## src/csvt_pkg.sv

```systemverilog
// ----------------------------------------------------------------------------
// CSV line tokenizer package
// Shared types, status codes, register indexes and character codes.
// ----------------------------------------------------------------------------
package csvt_pkg;

   // Default width of one character code unit
   localparam int unsigned CHAR_BITS_DEF = 16;

   // Limit register widths
   localparam int unsigned LINE_LIMIT_BITS  = 20;
   localparam int unsigned FIELD_LIMIT_BITS = 16;
   localparam int unsigned COUNT_LIMIT_BITS = 13;

   // Counter widths: one more than the limit so that limit + 1 is representable
   localparam int unsigned LINE_LEN_BITS  = LINE_LIMIT_BITS + 1;
   localparam int unsigned FIELD_LEN_BITS = FIELD_LIMIT_BITS + 1;

   // Configuration port
   localparam int unsigned CSR_INDEX_BITS = 2;
   localparam int unsigned CSR_DATA_BITS  = LINE_LIMIT_BITS;

   localparam logic [CSR_INDEX_BITS-1:0] REG_LINE_LENGTH_LIMIT  = 2'd0;
   localparam logic [CSR_INDEX_BITS-1:0] REG_FIELD_LENGTH_LIMIT = 2'd1;
   localparam logic [CSR_INDEX_BITS-1:0] REG_FIELD_COUNT_LIMIT  = 2'd2;

   // Limit reset values
   localparam logic [LINE_LIMIT_BITS-1:0]  LINE_LIMIT_RESET  = 20'hFFFFF;
   localparam logic [FIELD_LIMIT_BITS-1:0] FIELD_LIMIT_RESET = 16'hFFFF;
   localparam logic [COUNT_LIMIT_BITS-1:0] COUNT_LIMIT_RESET = 13'd4096;

   // Special characters
   localparam logic [7:0] BACKSLASH_CODE = 8'h5C;
   localparam logic [7:0] QUOTE_CODE     = 8'h22;
   localparam logic [7:0] COMMA_CODE     = 8'h2C;

   // Item kinds
   localparam logic KIND_CHAR = 1'b0;
   localparam logic KIND_EOL  = 1'b1;

   // Result status
   typedef enum logic [1:0] {
      ST_OK         = 2'd0,
      ST_LINE_LONG  = 2'd1,
      ST_FIELD_LONG = 2'd2,
      ST_TOO_MANY   = 2'd3
   } status_type;

endpackage

```

## src/csvt_req_if.sv

```systemverilog
// ----------------------------------------------------------------------------
// CSV tokenizer request channel
// Valid/ready channel carrying one character or one end-of-line mark.
// ----------------------------------------------------------------------------
interface csvt_req_if
   import csvt_pkg::*;
#(
   parameter int unsigned CHAR_BITS = CHAR_BITS_DEF
);

   logic                 valid;
   logic                 ready;
   logic                 kind;
   logic [CHAR_BITS-1:0] char_code;

   modport source (output valid, output kind, output char_code, input ready);
   modport sink   (input valid, input kind, input char_code, output ready);

endinterface

```

## src/csvt_rsp_if.sv

```systemverilog
// ----------------------------------------------------------------------------
// CSV tokenizer result channel
// Valid/ready channel carrying one tokenizer result.
// ----------------------------------------------------------------------------
interface csvt_rsp_if
   import csvt_pkg::*;
#(
   parameter int unsigned CHAR_BITS = CHAR_BITS_DEF
);

   logic                 valid;
   logic                 ready;
   logic [CHAR_BITS-1:0] out_char;
   logic                 has_char;
   logic                 field_end;
   logic                 line_end;
   status_type           status;

   modport source (output valid, output out_char, output has_char, output field_end,
                   output line_end, output status, input ready);
   modport sink   (input valid, input out_char, input has_char, input field_end,
                   input line_end, input status, output ready);

endinterface

```

## src/csv_line_tokenizer.sv

```systemverilog
// ----------------------------------------------------------------------------
// CSV line tokenizer
// Streaming field splitter with quoting, backslash escape and limit checks.
// ----------------------------------------------------------------------------
// Usage:
//   req carries one item per transfer: a character (kind = 0, char_code) or
//   an end-of-line mark (kind = 1). rsp carries at most one result per item:
//   a field character, a field end, an error status or the line end.
//   Swallowed quotes/backslashes and characters after an error give no result.
//   csr_wr_en/csr_index/csr_wdata write the three limit registers; write only
//   while the block is idle.
// Timing:
//   One item per cycle unless rsp stalls. A result appears on rsp in the
//   cycle after its request transfer. The line state and the result register
//   are updated in the same cycle, so the next item is taken right away.
// Stall:
//   req.ready stays high while the result register is empty or is being
//   drained in the same cycle; it drops only while a result waits on rsp.
// Reset:
//   Synchronous. Clears the line state and the result valid flag, and
//   loads the length limits with all ones, the field count limit with 4096.
// ----------------------------------------------------------------------------
module csv_line_tokenizer
   import csvt_pkg::*;
#(
   parameter int unsigned CHAR_BITS = CHAR_BITS_DEF
) (
   input  logic                        clock,
   input  logic                        reset,
   csvt_req_if.sink                    req,
   csvt_rsp_if.source                  rsp,
   input  logic                        csr_wr_en,
   input  logic [CSR_INDEX_BITS-1:0]   csr_index,
   input  logic [CSR_DATA_BITS-1:0]    csr_wdata
);

   // Special characters at the configured width
   localparam logic [CHAR_BITS-1:0] BSL = CHAR_BITS'(BACKSLASH_CODE);
   localparam logic [CHAR_BITS-1:0] QTE = CHAR_BITS'(QUOTE_CODE);
   localparam logic [CHAR_BITS-1:0] CMA = CHAR_BITS'(COMMA_CODE);

   // Limit registers
   logic [LINE_LIMIT_BITS-1:0]  line_limit_ff;
   logic [FIELD_LIMIT_BITS-1:0] field_limit_ff;
   logic [COUNT_LIMIT_BITS-1:0] count_limit_ff;

   // Line state
   logic                        in_quotes_ff,    in_quotes_in;
   logic                        escape_ff,       escape_in;
   logic [FIELD_LEN_BITS-1:0]   field_length_ff, field_length_in;
   logic [LINE_LEN_BITS-1:0]    line_length_ff,  line_length_in;
   logic [COUNT_LIMIT_BITS-1:0] field_count_ff,  field_count_in;
   status_type                  line_error_ff,   line_error_in;

   // Result register
   logic                        rsp_valid_ff,    rsp_valid_in;
   logic [CHAR_BITS-1:0]        out_char_ff,     out_char_in;
   logic                        has_char_ff,     has_char_in;
   logic                        field_end_ff,    field_end_in;
   logic                        line_end_ff,     line_end_in;
   status_type                  status_ff,       status_in;

   logic                        req_fire;
   logic                        emit;

   // Take a new item whenever the result register is free or drains now
   assign req.ready = !rsp_valid_ff || rsp.ready;
   assign req_fire  = req.valid && req.ready;

   assign rsp.valid     = rsp_valid_ff;
   assign rsp.out_char  = out_char_ff;
   assign rsp.has_char  = has_char_ff;
   assign rsp.field_end = field_end_ff;
   assign rsp.line_end  = line_end_ff;
   assign rsp.status    = status_ff;

   // ---------------------------------------------------------------------
   // Limit registers
   // ---------------------------------------------------------------------
   always_ff @(posedge clock) begin
      if (reset) begin
         line_limit_ff  <= LINE_LIMIT_RESET;
         field_limit_ff <= FIELD_LIMIT_RESET;
         count_limit_ff <= COUNT_LIMIT_RESET;
      end else if (csr_wr_en) begin
         unique case (csr_index)
            REG_LINE_LENGTH_LIMIT:  line_limit_ff  <= csr_wdata;
            REG_FIELD_LENGTH_LIMIT: field_limit_ff <= csr_wdata[FIELD_LIMIT_BITS-1:0];
            REG_FIELD_COUNT_LIMIT:  count_limit_ff <= csr_wdata[COUNT_LIMIT_BITS-1:0];
            default: ; // writes beyond the register list are dropped
         endcase
      end
   end

   // ---------------------------------------------------------------------
   // Tokenizer step: one item against the line state
   // ---------------------------------------------------------------------
   always_comb begin
      logic [LINE_LEN_BITS-1:0]    line_next;
      logic [FIELD_LEN_BITS-1:0]   field_next;
      logic [COUNT_LIMIT_BITS-1:0] count_next;

      line_next  = line_length_ff + LINE_LEN_BITS'(1);
      field_next = field_length_ff + FIELD_LEN_BITS'(1);
      count_next = field_count_ff + COUNT_LIMIT_BITS'(1);

      // hold the line state by default
      in_quotes_in    = in_quotes_ff;
      escape_in       = escape_ff;
      field_length_in = field_length_ff;
      line_length_in  = line_length_ff;
      field_count_in  = field_count_ff;
      line_error_in   = line_error_ff;

      emit        = 1'b0;
      out_char_in = '0;
      has_char_in = 1'b0;
      field_end_in = 1'b0;
      line_end_in = 1'b0;
      status_in   = ST_OK;

      if (req.kind == KIND_EOL) begin
         // report the line outcome and start a fresh line
         emit            = 1'b1;
         line_end_in     = 1'b1;
         field_end_in    = (line_error_ff == ST_OK);
         status_in       = line_error_ff;
         in_quotes_in    = 1'b0;
         escape_in       = 1'b0;
         field_length_in = '0;
         line_length_in  = '0;
         field_count_in  = '0;
         line_error_in   = ST_OK;
      end else if (line_error_ff == ST_OK) begin
         line_length_in = line_next;
         // line length is checked before anything else
         if (line_next > {1'b0, line_limit_ff}) begin
            emit          = 1'b1;
            status_in     = ST_LINE_LONG;
            line_error_in = ST_LINE_LONG;
         end else if (!escape_ff && req.char_code == BSL) begin
            escape_in = 1'b1;
         end else if (!escape_ff && req.char_code == QTE) begin
            in_quotes_in = !in_quotes_ff;
         end else if (!escape_ff && req.char_code == CMA && !in_quotes_ff) begin
            // close the field
            emit            = 1'b1;
            field_length_in = '0;
            field_count_in  = count_next;
            if (count_next >= count_limit_ff) begin
               status_in     = ST_TOO_MANY;
               line_error_in = ST_TOO_MANY;
            end else begin
               field_end_in = 1'b1;
            end
         end else begin
            // append the character, escaped or plain
            emit            = 1'b1;
            escape_in       = 1'b0;
            field_length_in = field_next;
            if (field_next > {1'b0, field_limit_ff}) begin
               status_in     = ST_FIELD_LONG;
               line_error_in = ST_FIELD_LONG;
            end else begin
               out_char_in = req.char_code;
               has_char_in = 1'b1;
            end
         end
      end

      // result register: load on a transfer, drain when taken
      if (req_fire) begin
         rsp_valid_in = emit;
      end else if (rsp.ready) begin
         rsp_valid_in = 1'b0;
      end else begin
         rsp_valid_in = rsp_valid_ff;
      end
   end

   // ---------------------------------------------------------------------
   // State and result registers
   // ---------------------------------------------------------------------
   always_ff @(posedge clock) begin
      if (reset) begin
         in_quotes_ff    <= 1'b0;
         escape_ff       <= 1'b0;
         field_length_ff <= '0;
         line_length_ff  <= '0;
         field_count_ff  <= '0;
         line_error_ff   <= ST_OK;
         rsp_valid_ff    <= 1'b0;
      end else begin
         rsp_valid_ff <= rsp_valid_in;
         if (req_fire) begin
            in_quotes_ff    <= in_quotes_in;
            escape_ff       <= escape_in;
            field_length_ff <= field_length_in;
            line_length_ff  <= line_length_in;
            field_count_ff  <= field_count_in;
            line_error_ff   <= line_error_in;
         end
      end
   end

   // payload needs no reset
   always_ff @(posedge clock) begin
      if (req_fire && emit) begin
         out_char_ff  <= out_char_in;
         has_char_ff  <= has_char_in;
         field_end_ff <= field_end_in;
         line_end_ff  <= line_end_in;
         status_ff    <= status_in;
      end
   end

`ifndef SYNTHESIS
   // a field character never travels with an error, a field end or a line end
   a_char_clean: assert property (@(posedge clock) disable iff (reset)
      rsp_valid_ff && has_char_ff |-> status_ff == ST_OK && !field_end_ff && !line_end_ff)
      else $error("field character carries other flags");

   // a field end outside a line end only comes with ok status
   a_field_end_ok: assert property (@(posedge clock) disable iff (reset)
      rsp_valid_ff && field_end_ff |-> status_ff == ST_OK)
      else $error("field end with error status");

   // end of line returns the line state to reset
   a_eol_clear: assert property (@(posedge clock) disable iff (reset)
      req_fire && req.kind == KIND_EOL |=>
         line_length_ff == '0 && field_count_ff == '0 && line_error_ff == ST_OK &&
         !in_quotes_ff && !escape_ff)
      else $error("line state not cleared after end of line");

   // after an error, characters of the line produce nothing
   a_drop_after_error: assert property (@(posedge clock) disable iff (reset)
      req_fire && req.kind == KIND_CHAR && line_error_ff != ST_OK |=> !rsp_valid_ff)
      else $error("result produced after line error");

   // an error is latched on the same transfer that reports it
   a_error_latched: assert property (@(posedge clock) disable iff (reset)
      req_fire && emit && status_in != ST_OK && !line_end_in |=> line_error_ff == status_ff)
      else $error("reported error not latched");
`endif

endmodule
```

## src/flat_wrapper.sv

```systemverilog
// flat-port wrapper written by rule: the top's interface ports become plain ports
module csv_line_tokenizer_flat import csvt_pkg::*;
#(
   parameter int unsigned CHAR_BITS = CHAR_BITS_DEF
)
  (clock, reset, csr_wr_en, csr_index, csr_wdata, req_valid, req_kind, req_char_code, req_ready, rsp_valid, rsp_out_char, rsp_has_char, rsp_field_end, rsp_line_end, rsp_status, rsp_ready);
  csvt_req_if #(.CHAR_BITS(CHAR_BITS)) req_i ();
  csvt_rsp_if #(.CHAR_BITS(CHAR_BITS)) rsp_i ();
  input  logic clock;
  input  logic reset;
  input  logic csr_wr_en;
  input  logic [CSR_INDEX_BITS-1:0] csr_index;
  input  logic [CSR_DATA_BITS-1:0] csr_wdata;
  input wire logic [$bits(req_i.valid)-1:0] req_valid;
  input wire logic [$bits(req_i.kind)-1:0] req_kind;
  input wire logic [$bits(req_i.char_code)-1:0] req_char_code;
  output wire logic [$bits(req_i.ready)-1:0] req_ready;
  output wire logic [$bits(rsp_i.valid)-1:0] rsp_valid;
  output wire logic [$bits(rsp_i.out_char)-1:0] rsp_out_char;
  output wire logic [$bits(rsp_i.has_char)-1:0] rsp_has_char;
  output wire logic [$bits(rsp_i.field_end)-1:0] rsp_field_end;
  output wire logic [$bits(rsp_i.line_end)-1:0] rsp_line_end;
  output wire logic [$bits(rsp_i.status)-1:0] rsp_status;
  input wire logic [$bits(rsp_i.ready)-1:0] rsp_ready;
  assign req_i.valid = req_valid;
  assign req_i.kind = req_kind;
  assign req_i.char_code = req_char_code;
  assign req_ready = req_i.ready;
  assign rsp_valid = rsp_i.valid;
  assign rsp_out_char = rsp_i.out_char;
  assign rsp_has_char = rsp_i.has_char;
  assign rsp_field_end = rsp_i.field_end;
  assign rsp_line_end = rsp_i.line_end;
  assign rsp_status = rsp_i.status;
  assign rsp_i.ready = rsp_ready;
  csv_line_tokenizer #(.CHAR_BITS(CHAR_BITS)) u_core (.clock(clock), .reset(reset), .req(req_i), .rsp(rsp_i), .csr_wr_en(csr_wr_en), .csr_index(csr_index), .csr_wdata(csr_wdata));
endmodule
```

## config.mk

```make
export PLATFORM = sky130hd
export DESIGN_NAME = csv_line_tokenizer_flat
export DESIGN_NICKNAME = d
export VERILOG_FILES = /design/src/csvt_pkg.sv /design/src/csvt_req_if.sv /design/src/csvt_rsp_if.sv /design/src/csv_line_tokenizer.sv /design/src/flat_wrapper.sv
export SDC_FILE = /design/constraint.sdc
export NUM_CORES = 1
export LEC_CHECK = 0
export BUFFER_PORTS_ARGS = -buffer_cell sky130_fd_sc_hd__buf_2
export CAP_MARGIN = 20
export CORE_ASPECT_RATIO = 1.4
export CORE_MARGIN = 2
export CORE_UTILIZATION = 40
export DETAILED_ROUTE_END_ITERATION = 7
export MAX_ROUTING_LAYER = met4
export PLACE_DENSITY = 0.65
export SETUP_SLACK_MARGIN = 0.1
export SLEW_MARGIN = 20
export SYNTH_ARGS = -nofsm -noshare
export SYNTH_HDL_FRONTEND = slang
export SYNTH_SLANG_ARGS = --single-unit
```

## constraint.sdc

```tcl
create_clock -name clock -period 5.05 [get_ports clock]
set_input_delay 0.2525 -clock clock [delete_from_list [all_inputs] [get_ports clock]]
set_output_delay 0.2525 -clock clock [all_outputs]
set_load 0.1 [all_outputs]
```

==> results of run 1 <==
[power breakdown]
| part | internal, mW | total (mW) | switching (mW) | leakage, nW |
|---|---|---|---|---|
| sequential | 1.05 | 1.06 | 0.0110 | 1.06 |
| clock | 0.714 | 1.20 | 0.490 | 0.270 |
| combinational | 0.0642 | 0.267 | 0.202 | 2.40 |
[path summary, 6_finish.rpt]
path | to
max | u_core.rsp.line_end
min | u_core.line_limit_ff[19]
max reg2reg | u_core.rsp.line_end
min reg2reg | u_core.count_limit_ff[3]
[routing by layer]
metal  GRT usage [%]  vias up  wire (um)
met5               -        -          0
met2            38.3      116      10300
met3            3.95       32        684
met1            21.3     2961       7500
li1                -     3142          -
met4            7.83        0        463
[flip-flops by register name, indices dropped and copies added (netlist names)]
signal and cells:
u_core.rsp.out_char 16, u_core.rsp.line_end 1, u_core.line_error_ff 2, u_core.in_quotes_ff 1, u_core.line_length_ff 21, u_core.rsp.field_end 1, u_core.field_count_ff 13, u_core.count_limit_ff 13
u_core.escape_ff 1, u_core.line_limit_ff 20, u_core.rsp.valid 1, u_core.rsp.status 2, u_core.field_limit_ff 16, u_core.field_length_ff 17, u_core.rsp.has_char 1
[tightest hold or removal path: stages]
cell and delay (ps):
buf_2 70, nand2_1 40, o211ai_1 80
[layout make-up]
type	instances	area (sq um)
well taps	240	300
inverters	55	206
repair buffers	75	398
fillers	1789	9480
multi-input cells	622	4150
flip-flops and latches	126	2730
clock buffers	19	454
clock inverters	13	129
[layout by cell type, fill, tap and decap left out, types with 21 or more instances in the layout]
cell,count
a211o_1,22
a21oi_1,60
buf_2,66
dfxtp_1,105
edfxtp_1,21
ha_1,52
inv_1,55
nand2_1,83
nand3_1,50
nor2_1,64
o211ai_1,33
o21ai_0,23
xnor2_1,26
[kinds of logic (layout without fill, tap and decap cells)]
kind of cell	Yosys count	in the layout	share of synthesized area, %
buffers and inverters	99	162	5.32
AND/OR/NAND/NOR	320	320	22.7
flip-flops	126	126	37.6
AO/OA/AOI/OAI	195	195	18.5
XOR/XNOR	44	44	5.30
adder cells (fa/ha/maj)	52	52	8.95
multiplexers	11	11	1.57
==> flow_summary.ini, run 1 <==
[clock_network]
cts-buffers-inserted = 17
cts_setup_buffers = 0
hold_buffers = 0
path_clk_slew_ps = 60
cts_max_path_buffers = 2
cts_resized = 0
root_buffer = clkbuf_16
h-tree-depth = 4
clock_sinks = 126
cts_tree = done
clkLatencyLatePin_ps = 430

[critical_path]
crit_family = simple AND/OR/NAND/NOR gates
crit_type = reg2reg
crit_arrival_ps = 4180
startpoint = u_core.line_length_ff[0]
crit_buf_inv = 2
crit_path_max_fanout = 21
critical_path_depth = 14
slowest_delay_ps = 640
crit_chain = ha_1 > nand4_4 > nor4_4 > nand3_1 > xnor2_1 > ha_1 > nand3_1 > a211o_1 > nand3_1 > nor3_1 > buf_4 > o21ai_1 > o31ai_1 > inv_1
start_kind = flip-flop
r2r_start = u_core.line_length_ff[0]
critPathRequiredTime_ps = 5100
crit_slowest_cell = inv_1
crit_top_cell = nand3_1
ff2ff_path_depth = 14
cp-end-kind = flip-flop
r2r_slack_ps = 920

[grt]
overflow = 0
grt_pass1_vias = 6148
grt_pass1_wl_um = 30300
grt_usage_pct = 20.5
grt_max_degree = 51
antenna_found_initial = 0

[die]
core_area_sq_mm = 0.0179
die_h_um = 163
dieArea_sq_mm = 0.0193
rows = 58
die_w_um = 118
initial_utilization_pct = 40.7
pin_count = 67

[hold_path]
holdCritPathClass = in2reg
hp-start = csr_wdata[19]
hold_depth = 3

[logic_synthesis]
ys_ff_latch = 126
ys.flop_type = dfxtp_1
yosysTopAreaCell = dfxtp_1
syn-cell-area_sq_mm = 0.00727
synthTopCellsByCount = dfxtp_1 (105), nand2_1 (83), nor2_1 (64), a21oi_1 (60), inv_1 (55)
synth-edff-count = 21
synth.avg_cell_area_sq_um = 8.58
syn_nets = 943
ys_warn_count = 0
synthTopCellsByArea = dfxtp_1 (29%), ha_1 (9.0%), edfxtp_1 (8.7%)
synth_top_area_share_pct = 28.9
yosysSeqAreaShare_pct = 37.6
synth_cell_types = 61
synth_cells = 847
post-synth-top-count-cell = dfxtp_1
async_flop_share_pct = 0

[pwr]
power_mw = 2.54
p_leak_nw = 3.74
peakVddDrop_mv = 0.210
powerDensity_mw_per_mm2 = 303

[sta]
whs_ps = 48.8
timing.final.ws_setup_ps = 918
finalHoldViolCount = 0
fmax_ghz = 0.242
finClkSkew_ps = 10.4
relSlewSlack_pct = 30.7
finalCritPeriodShare_pct = 81.8
rsz0062_at_grt = no
final.min_clock_period_ps = 4130
finalSetupViolCount = 0
tns_ps = 0
tightest_slew_ps = 1030
drv_slew = 0

[placed_design]
port_buffers = 66
place_congestion = 0.860
place_area_sq_mm = 0.00779
place_inst = 1118
place_ws_ps = 937
dpl.hpwl_um = 14000

[drt]
drc_errors = 0
num_vias = 6251
firstDrtPassIters = 5
wl_per_cell_um = 16.5
viasPerCell = 5.44
wirelength_um = 18900
drt-initial-drc-count = 467
ant_nets = 0

[cells_and_area]
finish.utilization_pct = 46.9
area_growth_pct = 15.2
layout-drive-gt1-share_pct = 13.5
stdcell_area_sq_mm = 0.00837
fin_cells = 1150
fin_nets = 993
n_antenna_cell = 0

[job]
cap_violations = 0

[outcome]
status = finished, final reports clean
Note: power is estimated with default switching activity, not from simulation.
==> run 2, diff against run 1 <==
--- a/config.mk
+++ b/config.mk
@@ -12,7 +12,7 @@
 export CORE_UTILIZATION = 40
 export DETAILED_ROUTE_END_ITERATION = 7
 export MAX_ROUTING_LAYER = met4
-export PLACE_DENSITY = 0.65
+export PLACE_DENSITY = 0.68
 export SETUP_SLACK_MARGIN = 0.1
 export SLEW_MARGIN = 20
 export SYNTH_ARGS = -nofsm -noshare
==> constraint.sdc (replaced) <==
create_clock -name clock -period 3.5 [get_ports clock]
set_input_delay 0.175 -clock clock [delete_from_list [all_inputs] [get_ports clock]]
set_output_delay 0.175 -clock clock [all_outputs]
set_load 0.1 [all_outputs]
==> run 2 against run 1 <==
Sequential share of layout area fell by 2.9 points. Clock power rose by 37%. Hold slack worse by 43 ps. First-iteration DRC count down 16%. Clock skew shrank 3.1 ps. Cell count is 6.6% higher. Clock-buffer cell count fell by 2.
==> flow_summary.ini, run 2 (synthesis results as in run 1) <==
[outcome]
status = finished, final reports clean

[pwr]
powerDensity_mw_per_mm2 = 388
power_mw = 3.60
p_leak_nw = 4.24
peakVddDrop_mv = 0.300

[sta]
drv_slew = 0
finalCritPeriodShare_pct = 95.4
tightest_slew_ps = 1000
finalSetupViolCount = 0
final.min_clock_period_ps = 3340
tns_ps = 0
timing.final.ws_setup_ps = 160
rsz0062_at_grt = yes
fmax_ghz = 0.299
finalHoldViolCount = 0
whs_ps = 6.26
finClkSkew_ps = 7.31
relSlewSlack_pct = 32.5

[hold_path]
hp-start = csr_wdata[6]
hold_depth = 2
holdCritPathClass = in2reg
hold_end = u_core.field_limit_ff[6]

[cells_and_area]
regMostFlops = u_core.line_length_ff
stdcell_area_sq_mm = 0.00927
reg_top3 = u_core.line_length_ff x21, u_core.line_limit_ff x20, u_core.field_length_ff x17
fillCellCount = 1697
layout-drive-gt1-share_pct = 24.6
multiInputGateArea_sq_mm = 0.00441
register_area_sq_mm = 0.00276
largest_reg_flops = 21
area_growth_pct = 27.6
n_antenna_cell = 0
fin_nets = 1070
final_common_cell = dfxtp_1
mostFrequentLayoutCells = dfxtp_1 (92), nand2_1 (79), buf_4 (70)

[critical_path]
r2r_start = u_core.line_length_ff[1]
start_kind = flip-flop
crit_family = simple AND/OR/NAND/NOR gates
ff2ff_path_depth = 15
crit_type = reg2reg
r2r-end = u_core.rsp.out_char[12]
r2r_slack_ps = 160
slowest_delay_ps = 420
cp-end-kind = flip-flop
crit_buf_inv = 4
crit_path_max_fanout = 6
crit_slowest_cell = o31ai_4
crit_chain = ha_4 > nand4_4 > nor4_4 > buf_4 > nand2_4 > xnor2_2 > ha_1 > inv_1 > a211o_1 > nand3_2 > nor3_4 > buf_6 > o21ai_4 > o31ai_4 > bufinv_8
crit_arrival_ps = 3530
critPathRequiredTime_ps = 3690

[drt]
wirelength_um = 19900
num_vias = 6655
viasPerCell = 5.43
wl_per_cell_um = 16.3
drt-initial-drc-count = 393
firstDrtPassIters = 5
drc_errors = 0
ant_nets = 0

[job]
cap_violations = 0

[clock_network]
cts-buffers-inserted = 17
h-tree-depth = 4
root_buffer = clkbuf_16
clkLatencyLatePin_ps = 430
cts_max_path_buffers = 2
path_clk_slew_ps = 60
clock_sinks = 126
cts_tree = done

[placed_design]
port_buffers = 66
place_area_sq_mm = 0.00826
place_ws_ps = -111
dpl.hpwl_um = 14500
place_congestion = 0.911

[grt]
grt_pass1_wl_um = 31900
overflow = 0
antenna_found_initial = 0
grt_usage_pct = 21.5
grt_max_degree = 40
grt_pass1_vias = 6437

[die]
initial_utilization_pct = 40.7
rows = 58
die_w_um = 118
dieArea_sq_mm = 0.0193
pin_count = 67
core_area_sq_mm = 0.0179
die_h_um = 163
## run 2: changes by cell type in the layout (fill, tap and decap cells not counted), moves of 7 or more
| cell | previous run | this run |
|---|---|---|
| dfxtp_1 | 105 | 92 |
| dlygate4sd3_1 | 0 | 7 |
| nand3_2 | 0 | 8 |
| nand3_1 | 50 | 42 |
| clkinv_2 | 0 | 7 |
| dfxtp_2 | 0 | 10 |
| buf_4 | 9 | 70 |
## run 2: worst register-to-register path: stages (launching register included)
cell and delay, ps:
dfxtp_4 380, ha_4 150, nand4_4 100, nor4_4 350, buf_4 200, nand2_4 60
xnor2_2 150, ha_1 320, inv_1 60, a211o_1 150, nand3_2 110, nor3_4 190
buf_6 140, o21ai_4 60, o31ai_4 420, bufinv_8 280
## run 2: per-stage QoR
step	instances	utilization (%)
finish	1226	51.9
global route	1226	51.9
CTS	1213	50.3
detailed placement	1170	46.3
global placement	1170	46.3
floorplan	847	-
## run 2: worst max-delay path by stage
stage / from / end / cells past startpoint
after floorplan: u_core.field_length_ff[2] / u_core.rsp.out_char[10] / 16
after global placement: u_core.line_length_ff[0] / u_core.field_count_ff[9] / 14
after detailed placement: u_core.line_length_ff[0] / u_core.field_count_ff[10] / 14
after CTS: u_core.line_length_ff[8] / u_core.rsp.out_char[12] / 15
after global routing: u_core.line_length_ff[1] / u_core.rsp.status[1] / 15
final: u_core.line_length_ff[1] / u_core.rsp.out_char[12] / 15
## run 2: repair_timing
action / in CTS / in global routing
buffers inserted: 4 / 11
pin swaps: 7 / 32
setup endpoints to repair: 64 / 71
resized for setup: 17 / 42
gates cloned: 1 / 3
endpoints found under the hold margin: 7 / 0
hold buffers: 7 / 0
## run 2: cell type report
class / count / area share, %
Multi-Input combinational cell: 622 / 47.5
Clock inverter: 14 / 1.30
Sequential cell: 126 / 29.7
Timing Repair inverter: 3 / 0.297
Tap cell: 240 / 3.24
Timing Repair Buffer: 149 / 10.9
Inverter: 55 / 2.38
Clock buffer: 17 / 4.59
## run 2: layer usage
layer / up-vias / global-route usage [%] / share of wire [%]
li1: 3293 / - / -
met1: 3189 / 22.1 / 39
met2: 128 / 39.5 / 55
met3: 45 / 3.88 / 3.0
met4: 0 / 10.2 / 3.1
met5: - / - / 0
## run 2: power breakdown
part	total [mW]	internal, mW	switching (mW)
Sequential	1.53	1.52	0.0150
Clock	1.64	0.968	0.675
Combinational	0.418	0.118	0.301
